--- src/tmu_div_stage.sv ---
// One restoring step of the pipelined unsigned divider.
// Depends on nothing.
module tmu_div_stage #(
  parameter int W = 64
) (
  input  logic [W-1:0] rem_i,
  input  logic         bit_i,
  input  logic [W-1:0] den_i,
  output logic [W-1:0] rem_o,
  output logic         q_o
);
  logic [W:0] r2;
  always_comb begin
    r2 = {rem_i, bit_i};
    if (r2 >= {1'b0, den_i}) begin
      rem_o = W'(r2 - {1'b0, den_i});
      q_o = 1'b1;
    end else begin
      rem_o = W'(r2);
      q_o = 1'b0;
    end
  end
endmodule

--- config.mk ---
export PLATFORM = sky130hd
export DESIGN_NAME = tmu_div_stage
export DESIGN_NICKNAME = d
export VERILOG_FILES = /design/src/tmu_div_stage.sv
export SDC_FILE = /design/constraint.sdc
export NUM_CORES = 1
export LEC_CHECK = 0
export ABC_AREA = 1
export BUFFER_PORTS_ARGS = -buffer_cell sky130_fd_sc_hd__buf_2
export CAP_MARGIN = 25
export CORE_MARGIN = 2
export CORE_UTILIZATION = 35
export DETAILED_ROUTE_END_ITERATION = 10
export PLACE_DENSITY = 0.61
export SLEW_MARGIN = 20
export SYNTH_ARGS = -nofsm -noshare
export SYNTH_HDL_FRONTEND = slang
export SYNTH_SLANG_ARGS = --single-unit
--- constraint.sdc ---
create_clock -name vclk -period 1.85
set_clock_uncertainty 0.1 [all_clocks]
set_input_delay 0.0925 -clock vclk [all_inputs]
set_output_delay 0.0925 -clock vclk [all_outputs]
set_load 0.01 [all_outputs]
==> run_results.csv <==
group,metric,value,unit
sta,hold_viol_final,0,
grt,grt_first_pass_wirelength,53000,um
power_and_ir_drop,power.combinational.fraction,100.0,%
floorplan,die_width,149,um
floorplan,row_count,53,
floorplan,floorplan.initialDensity,35.4,%
logic_synthesis,syn_nets,1770,
power_and_ir_drop,switchingPower,2.66,mW
logic_synthesis,yosys.cell_types.count,37,
critical_path,crit_path_max_incr_delay,0.29,ns
clock_tree,hold_buffers,0,
sta,timing_worst_slew_pin_value,0.400,ns
final_layout,layout-drive-gt1-share,47.6,%
drt,route.vias.total,11000,
critical_path,path_buf_inv,6,
critical_path,worstSetupEndpointType,"output pin",
drt,wire_per_inst,16.3,um
logic_synthesis,synthesis.area,7380,um2
critical_path,crit_arrival,2.07,ns
power_and_ir_drop,ir_drop,0.204,mV
placement,place_hpwl,29900,um
floorplan,floorplan.die_area,22300,um2
final_layout,area.sequential,0,um2
power_and_ir_drop,power_per_cell_area,363,nW/um2
sta,drv_slew,0,
final_layout,layout.cell_area.non_filler,13600,um2
critical_path,critical_path.top_delay_family,"simple AND/OR/NAND/NOR gates",
critical_path,crit_path_start_kind,"input pin",
logic_synthesis,post_synth_inst_count,1576,
floorplan,design.core.area,20800,um2
grt,antenna_found_initial,0,
placement,globalplace.congestion,0.957,
sta,unrepaired_setup_endpoints_after_global_routing,"true",
power_and_ir_drop,power.total,4.95,mW
placement,placed_cell_area,11100,um2
critical_path,timing.setup.critical_path_class,"in2out",
min_path,min_path_type,"in2out",
critical_path,timing.critical_path.cells,"buf_2, inv_2, ha_4, nand2_4, nor2_4, buf_6, nand4_1, nor2_1, nand2_2, nand3_4, nor2_8, nand2_8, buf_6, buf_12, nand3_2, nand2_1, buf_2",
status,run_status,"complete, but fails checks",
logic_synthesis,synth.cells.most_frequent,"nand2_1 (660), inv_1 (370), nand3_1 (142)",
drt,drt_pre_antenna_iters,5,
placement,dp_worst_setup_slack,-0.654,ns
power_and_ir_drop,p_leak,7.98,nW
status,failed_checks,"negative setup slack",
sta,slew_headroom,73.3,%
critical_path,crit_path_top_delay_cell,"ha_4",
final_layout,net_count_reported_at_finish,2265,
logic_synthesis,post-synth-top-count-cell,"nand2_1",
sta,final.setup.worst_slack,-0.417,ns
power_and_ir_drop,cell_internal_pwr,2.30,mW
sta,period_minus_slack,2.27,ns
logic_synthesis,synth.top_cell.area_share,33.6,%
final_layout,syn_to_final_growth,84.7,%
drt,drtAntennaViolNets,0,
drt,route.final.wire_length,38200,um
placement,number_of_port_buffers,194,
critical_path,worst_ep_required_time,1.66,ns
sta,min_period_over_period,123,%
drt,detail_route.vias_per_cell,4.68,
floorplan,die_height,149,um
final_layout,flops_and_latches,0,
drt,drt_drc_violations_left,0,
grt,largest_net_degree_at_the_start_of_global_routing,24,
sta,final_report_setup_violation_count,65,
logic_synthesis,synth_area_per_cell,4.68,um2
logic_synthesis,synth-seq-area-share,0,%
logic_synthesis,synth.area.top_cells,"nand2_1 (34%), inv_1 (19%), ha_1 (11%), nand3_1 (9.6%), nor2_1 (5.0%)",
final_layout,stdcell_count,2344,
logic_synthesis,synthDominantAreaCellType,"nand2_1",
job,max_capacitance_violation_count,0,
placement,numPlacedInstances,2278,
final_layout,final.clkbuf_count,0,
power_and_ir_drop,netSwitchingFraction,53.6,%
drt,initialDrtViolationCount,418,
sta,max_freq,441,MHz
grt,overflow,0,
logic_synthesis,synth_warnings,0,
power_and_ir_drop,sequentialPowerShare,0,%
final_layout,number_of_diodes,0,
grt,gr-usage-all-layers,31.1,%
floorplan,io-pin-count,194,
critical_path,worst-path-max-fanout,6,
power_and_ir_drop,power_frac_clock,0,%
grt,first_global_vias,10200,
-- metrics by stage --
step / setup TNS, ns / util [%] / hold slack [ns]
after detailed placement: -38.25 / 53.3 / 0.416
after CTS: -21.27 / 59.8 / 0.409
after floorplan: -0.267 / - / 0.223
final: -22.96 / 65.5 / 0.402
after global routing: -28.07 / 65.5 / 0.432
after global placement: -36.99 / 53.3 / 0.412
-- logic make-up after synthesis --
family,after synthesis,share of synthesized area [%]
AO/OA/AOI/OAI,55,4.02
XOR/XNOR,31,3.68
AND/OR/NAND/NOR,1006,58.7
buffers and inverters,419,22.5
adder cells (fa/ha/maj),65,11.1
-- placed cells by master, fill, tap and decap left out, drive strengths merged --
cell type  instances
nand2            702
buf              503
inv              398
nand3            144
nor2             120
ha                64
a21oi             44
xor2              30
nand3b            15
nor3               9
nand4              8
clkbuf             8
o21ai              7
nor4               5
and3               3
clkinv             2
o21bai             2
a21o               1
or2                1
a21boi             1
xnor2              1
fa                 1
-- per-layer routing --
metal | wire, um | share of wire, % | GRT usage (%)
met5 | 0 | 0 | 0
met2 | 19600 | 51 | 60.5
met1 | 15700 | 41 | 36.7
met4 | 1440 | 3.8 | 8.95
met3 | 1550 | 4.0 | 0.979
-- path summary, 6_finish.rpt --
kind / cells after the start / slack [ns] / end / startpoint
setup / recovery: 17 / -0.42 / rem_o[51] / den_i[6]
hold / removal: 4 / 0.40 / rem_o[40] / rem_i[39]
-- final cells by class --
class	instances	area, um2
Multi-Input combinational cell	1158	7760
Fill cell	2005	7190
Timing Repair Buffer	511	4010
Inverter	400	1520
Tap cell	275	344
-- what timing repair did --
action | in CTS | in global routing
gates cloned | 7 | 9
gates resized for setup | 222 | 249
buffers inserted | 31 | 23
pin swaps | 31 | 86
endpoints found under the setup margin | 65 | 65
-- worst min-delay path, stage by stage --
cell     delay, ns
buf_8         0.08
nand3_1       0.07
nand2_1       0.06
buf_2         0.11
-- power by group through the flow --
| stage | logic (mW) | clock network [mW] | registers, mW |
|---|---|---|---|
| 2_1_floorplan | 2.17 | 0 | 0 |
| 3_3_place_gp | 3.84 | 0 | 0 |
| 3_5_place_dp | 3.87 | 0 | 0 |
| 4_1_cts | 4.40 | 0 | 0 |
| 5_1_grt | 5.35 | 0 | 0 |
| 6_report | 4.95 | 0 | 0 |
Power figures use the tool's default switching activity.
