**src/tmu_sqrt_stage.sv**
```systemverilog
// One restoring step pair of the pipelined integer square root.
// Depends on nothing.
module tmu_sqrt_stage #(
  parameter int W = 80
) (
  input  logic [W-1:0] rem_i,
  input  logic [W/2-1:0] root_i,
  input  logic [1:0] pair_i,
  output logic [W-1:0] rem_o,
  output logic [W/2-1:0] root_o
);
  logic [W+1:0] trial;
  logic [W+1:0] r2;
  always_comb begin
    r2 = {rem_i, pair_i};
    trial = (W+2)'({root_i, 2'b01});
    if (r2 >= trial) begin
      rem_o = W'(r2 - trial);
      root_o = {root_i[W/2-2:0], 1'b1};
    end else begin
      rem_o = W'(r2);
      root_o = {root_i[W/2-2:0], 1'b0};
    end
  end
endmodule

```
**config.mk**
```make
export PLATFORM = sky130hd
export DESIGN_NAME = tmu_sqrt_stage
export DESIGN_NICKNAME = d
export VERILOG_FILES = /design/src/tmu_sqrt_stage.sv
export SDC_FILE = /design/constraint.sdc
export NUM_CORES = 1
export LEC_CHECK = 0
export ABC_CLOCK_PERIOD_IN_PS = 6400
export BUFFER_PORTS_ARGS = -buffer_cell sky130_fd_sc_hd__buf_2
export CORE_MARGIN = 10
export CORE_UTILIZATION = 51
export DETAILED_ROUTE_END_ITERATION = 8
export PLACE_DENSITY = 0.91
export REMOVE_ABC_BUFFERS = 1
export SYNTH_ARGS = -nofsm -noshare
export SYNTH_HDL_FRONTEND = slang
export SYNTH_SLANG_ARGS = --single-unit
```
**constraint.sdc**
```tcl
create_clock -name vclk -period 6.4
set_input_delay 0.64 -clock vclk [all_inputs]
set_output_delay 0.64 -clock vclk [all_outputs]
set_load 0.1 [all_outputs]
```
==> results.txt <==
----------------------------------------------------
[Outcome]
  Result of the run ... finished, final reports clean

[STA]
  Slew at the pin with the worst max-slew slack ... 0.755 ns
  Share of the clock period used by the worst path after layout ... 0.788
  Unrepaired setup endpoints after global routing ... no
  Max transition margin ... 0.492
  Minimum setup slack in the final design ... 1.36 ns
  Max Clock Freq ... 198 MHz
  Final setup violating endpoints ... 0
  Total count of max-transition violations in the final report ... 0
  Final min period ... 5.04 ns
  Final hold vios ... 0

[Final layout]
  Non-filler cells in the finished layout ... 987
  Signed area change from the synthesized netlist to the final layout ... 22.2%
  Leading cell type in the layout, fill and taps excluded ... sky130_fd_sc_hd__buf_2
  Total number of sequential cells ... 0
  Commonest non-fill, non-tap cells in the layout ... 242 x sky130_fd_sc_hd__buf_2, 98 x sky130_fd_sc_hd__nand2_1, 71 x sky130_fd_sc_hd__o21ai_0
  Proportion of layout cells with a drive suffix above 1 ... 0.293
  Flip-flop and latch area ... 0 um^2
  Clock buf count ... 0
  Final net count ... 1048
  Antenna fix cells ... 0

[Floorplan]
  Num rows ... 33
  Starting density of the core ... 0.524
  Floorplan die area ... 12500 um^2
  Placeable core region ... 8220 um^2
  Number of top-level pins ... 242
  Width of the chip ... 112 um
  Die extent in y ... 112 um

[Detailed routing]
  Number of iterations in the first detailed-routing pass ... 5
  Post-route DRC violation count ... 0
  Detailed-routing wirelength on met1 ... 6.37 mm
  Total wirelength of the detailed-routed design ... between 15 and 20 mm
  Antenna viol nets, final ... 0
  Number of violations reported at the end of detailed-routing iteration 0 ... ~330
  DR vias ... 5644
  Routed length on met3 ... 1.43 mm
  Wire length per cell ... 16.4 um
  Met2 WL post-DR ... approximately 8.0 mm
  Number of vias per cell after detailed routing ... approximately 5.7
  Uppermost signal routing layer after detailed routing ... met4

[Power]
  Cell area power density ... 214 nW/um^2
  Max rail drop VDD ... around 0.11 mV
  Static power due to leakage ... 2.53 nW

[Global route]
  Largest net degree at the start of global routing ... 51
  Overall fraction of global-route tracks in use ... 0.233
  Global-route wire length before repair ... 26.2 mm
  Total grt overflow ... 0
  Via count of the first global-routing pass ... 5587
  Antenna violations before repair ... 0

[Min path]
  Min-Delay Path Class ... input pin to output pin
  Hold wc startpoint ... root_i[7]
  Worst hold endpoint ... root_o[8]
  Hold Path Depth ... 2

[Setup path]
  Required time reported for the critical path endpoint ... 5.76 ns
  Cell-by-cell listing of the critical path ... buf_2 > nor4_1 > nand2b_1 > or2_1 > or3_1 > nand3_1 > nor3_4 > buf_4 > inv_2 > o2111a_1 > nand3_1 > xnor2_1 > buf_2
  Arrival time at the worst endpoint ... 4.40 ns
  Delay of the slowest cell on the worst path ... 0.68 ns
  Kind of critical path ... input pin to output pin
  Highest fanout seen on the critical path ... 50
  Slowest cell on crit path ... sky130_fd_sc_hd__nor4_1
  Crit path capture type ... output pin
  Crit start category ... input pin

[Clock network]
  Post-CTS setup buffer count ... 0
  Hold-fix buffers, CTS ... 0
  Post-cts resize count ... 0

[Place]
  Port-buffer cells ... 242
  Placed instance count ... 987
  Final weighted congestion of routability-driven global placement ... slightly above 1
  Placed wire-length estimate after detailed placement ... 14.2 mm
  Setup Slack @ Placement ... roughly 1.5 ns

[Synthesis]
  Post-synthesis instance area ... 4310 um^2
  Count of unique library cells instantiated by Yosys ... 58
  Mean post-synth cell area ... between 6 and 7 um^2
  Synth area leader ... sky130_fd_sc_hd__ha_1
  Yosys warning count ... 0
  Area fraction of the dominant cell type after synthesis ... 0.122
  Mapped Cells ... 703
  Sequential share of the synthesized area ... 0
  Synth top area cells ... sky130_fd_sc_hd__ha_1 12%, sky130_fd_sc_hd__nand2_1 8.5%, sky130_fd_sc_hd__xnor2_1 8.3%, sky130_fd_sc_hd__o21ai_0 8.2%, sky130_fd_sc_hd__xor2_1 7.5%

[Run]
  Max-Cap Viols ... 0

----------------------------------------------------
## routing by layer
metal | global-route usage | vias to the layer above
li1 | - | 2803
met1 | 0.267 | 2542
met2 | 0.427 | 269
met3 | 0.0526 | 30
met4 | 0.0488 | 0
met5 | 0 | -
## Yosys cell counts (all sizes together) (2+ instances only)
library cell / n
nor2b: 5
nor3: 19
nand3: 24
o2111ai: 2
a31o: 2
and2: 4
o21bai: 13
or2: 3
xor2: 37
clkbuf: 21
nor4: 15
a21oi: 57
xnor2: 41
buf: 44
nand4: 19
o21ai: 71
o211ai: 7
or3: 3
nand2b: 7
a21o: 12
a211oi: 5
nor4b: 2
a21boi: 3
inv: 52
a21bo: 2
and3: 2
a31oi: 5
nand2: 98
or4: 6
o31ai: 3
ha: 42
nor2: 56
o21a: 3
## metrics by stage
step / hold slack (ns) / cell area (um^2) / TNS, ns / utilization / power (mW)
after CTS: 1.67 / 5260 / 0 / 0.641 / 1.12
after global routing: 1.67 / 5260 / 0 / 0.641 / 1.18
after floorplan: 1.28 / 3910 / -0.667 / - / 0.817
after global placement: 1.66 / 5260 / 0 / 0.641 / 1.11
final: 1.67 / 5260 / 0 / 0.641 / 1.12
after detailed placement: 1.67 / 5260 / 0 / 0.641 / 1.12
## cell families (layout without fill, tap and decap cells)
logic type,count (synthesis),after routing,synth area share
AND/OR/NAND/NOR,270,270,0.303
AO/OA/AOI/OAI,194,194,0.272
buffers and inverters,117,296,0.139
XOR/XNOR,78,78,0.159
adder cells (fa/ha/maj),42,42,0.122
multiplexers,2,2,0.00494
## report_power, final
part           leakage, nW  internal [mW]  switching, mW
registers                0              0              0
clock network            0              0              0
logic                 2.53          0.213          0.912
total                 2.53          0.213          0.912
## how the worst max path moves through the flow
stage                    start   endpoint  cells past startpoint
finish               rem_i[44]  rem_o[79]                     13
floorplan            root_i[5]  rem_o[43]                     11
CTS                 root_i[16]  rem_o[73]                     15
global placement    root_i[16]  rem_o[79]                     15
global route        root_i[13]  rem_o[55]                     15
detailed placement  root_i[16]  rem_o[73]                     15
## layout make-up
| cell class | instances | area (um^2) |
|---|---|---|
| fillers | 814 | 2950 |
| inverters | 52 | 195 |
| well taps | 105 | 131 |
| multi-input cells | 586 | 3710 |
| repair buffers | 244 | 1230 |
## critical path: cells and delay by family
kind / cells / cell delay, ns
XOR/XNOR: 1 / 0.16
buffers and inverters: 4 / 1.08
AO/OA/AOI/OAI: 1 / 0.51
AND/OR/NAND/NOR: 7 / 2.00
Power figures use the tool's default switching activity.
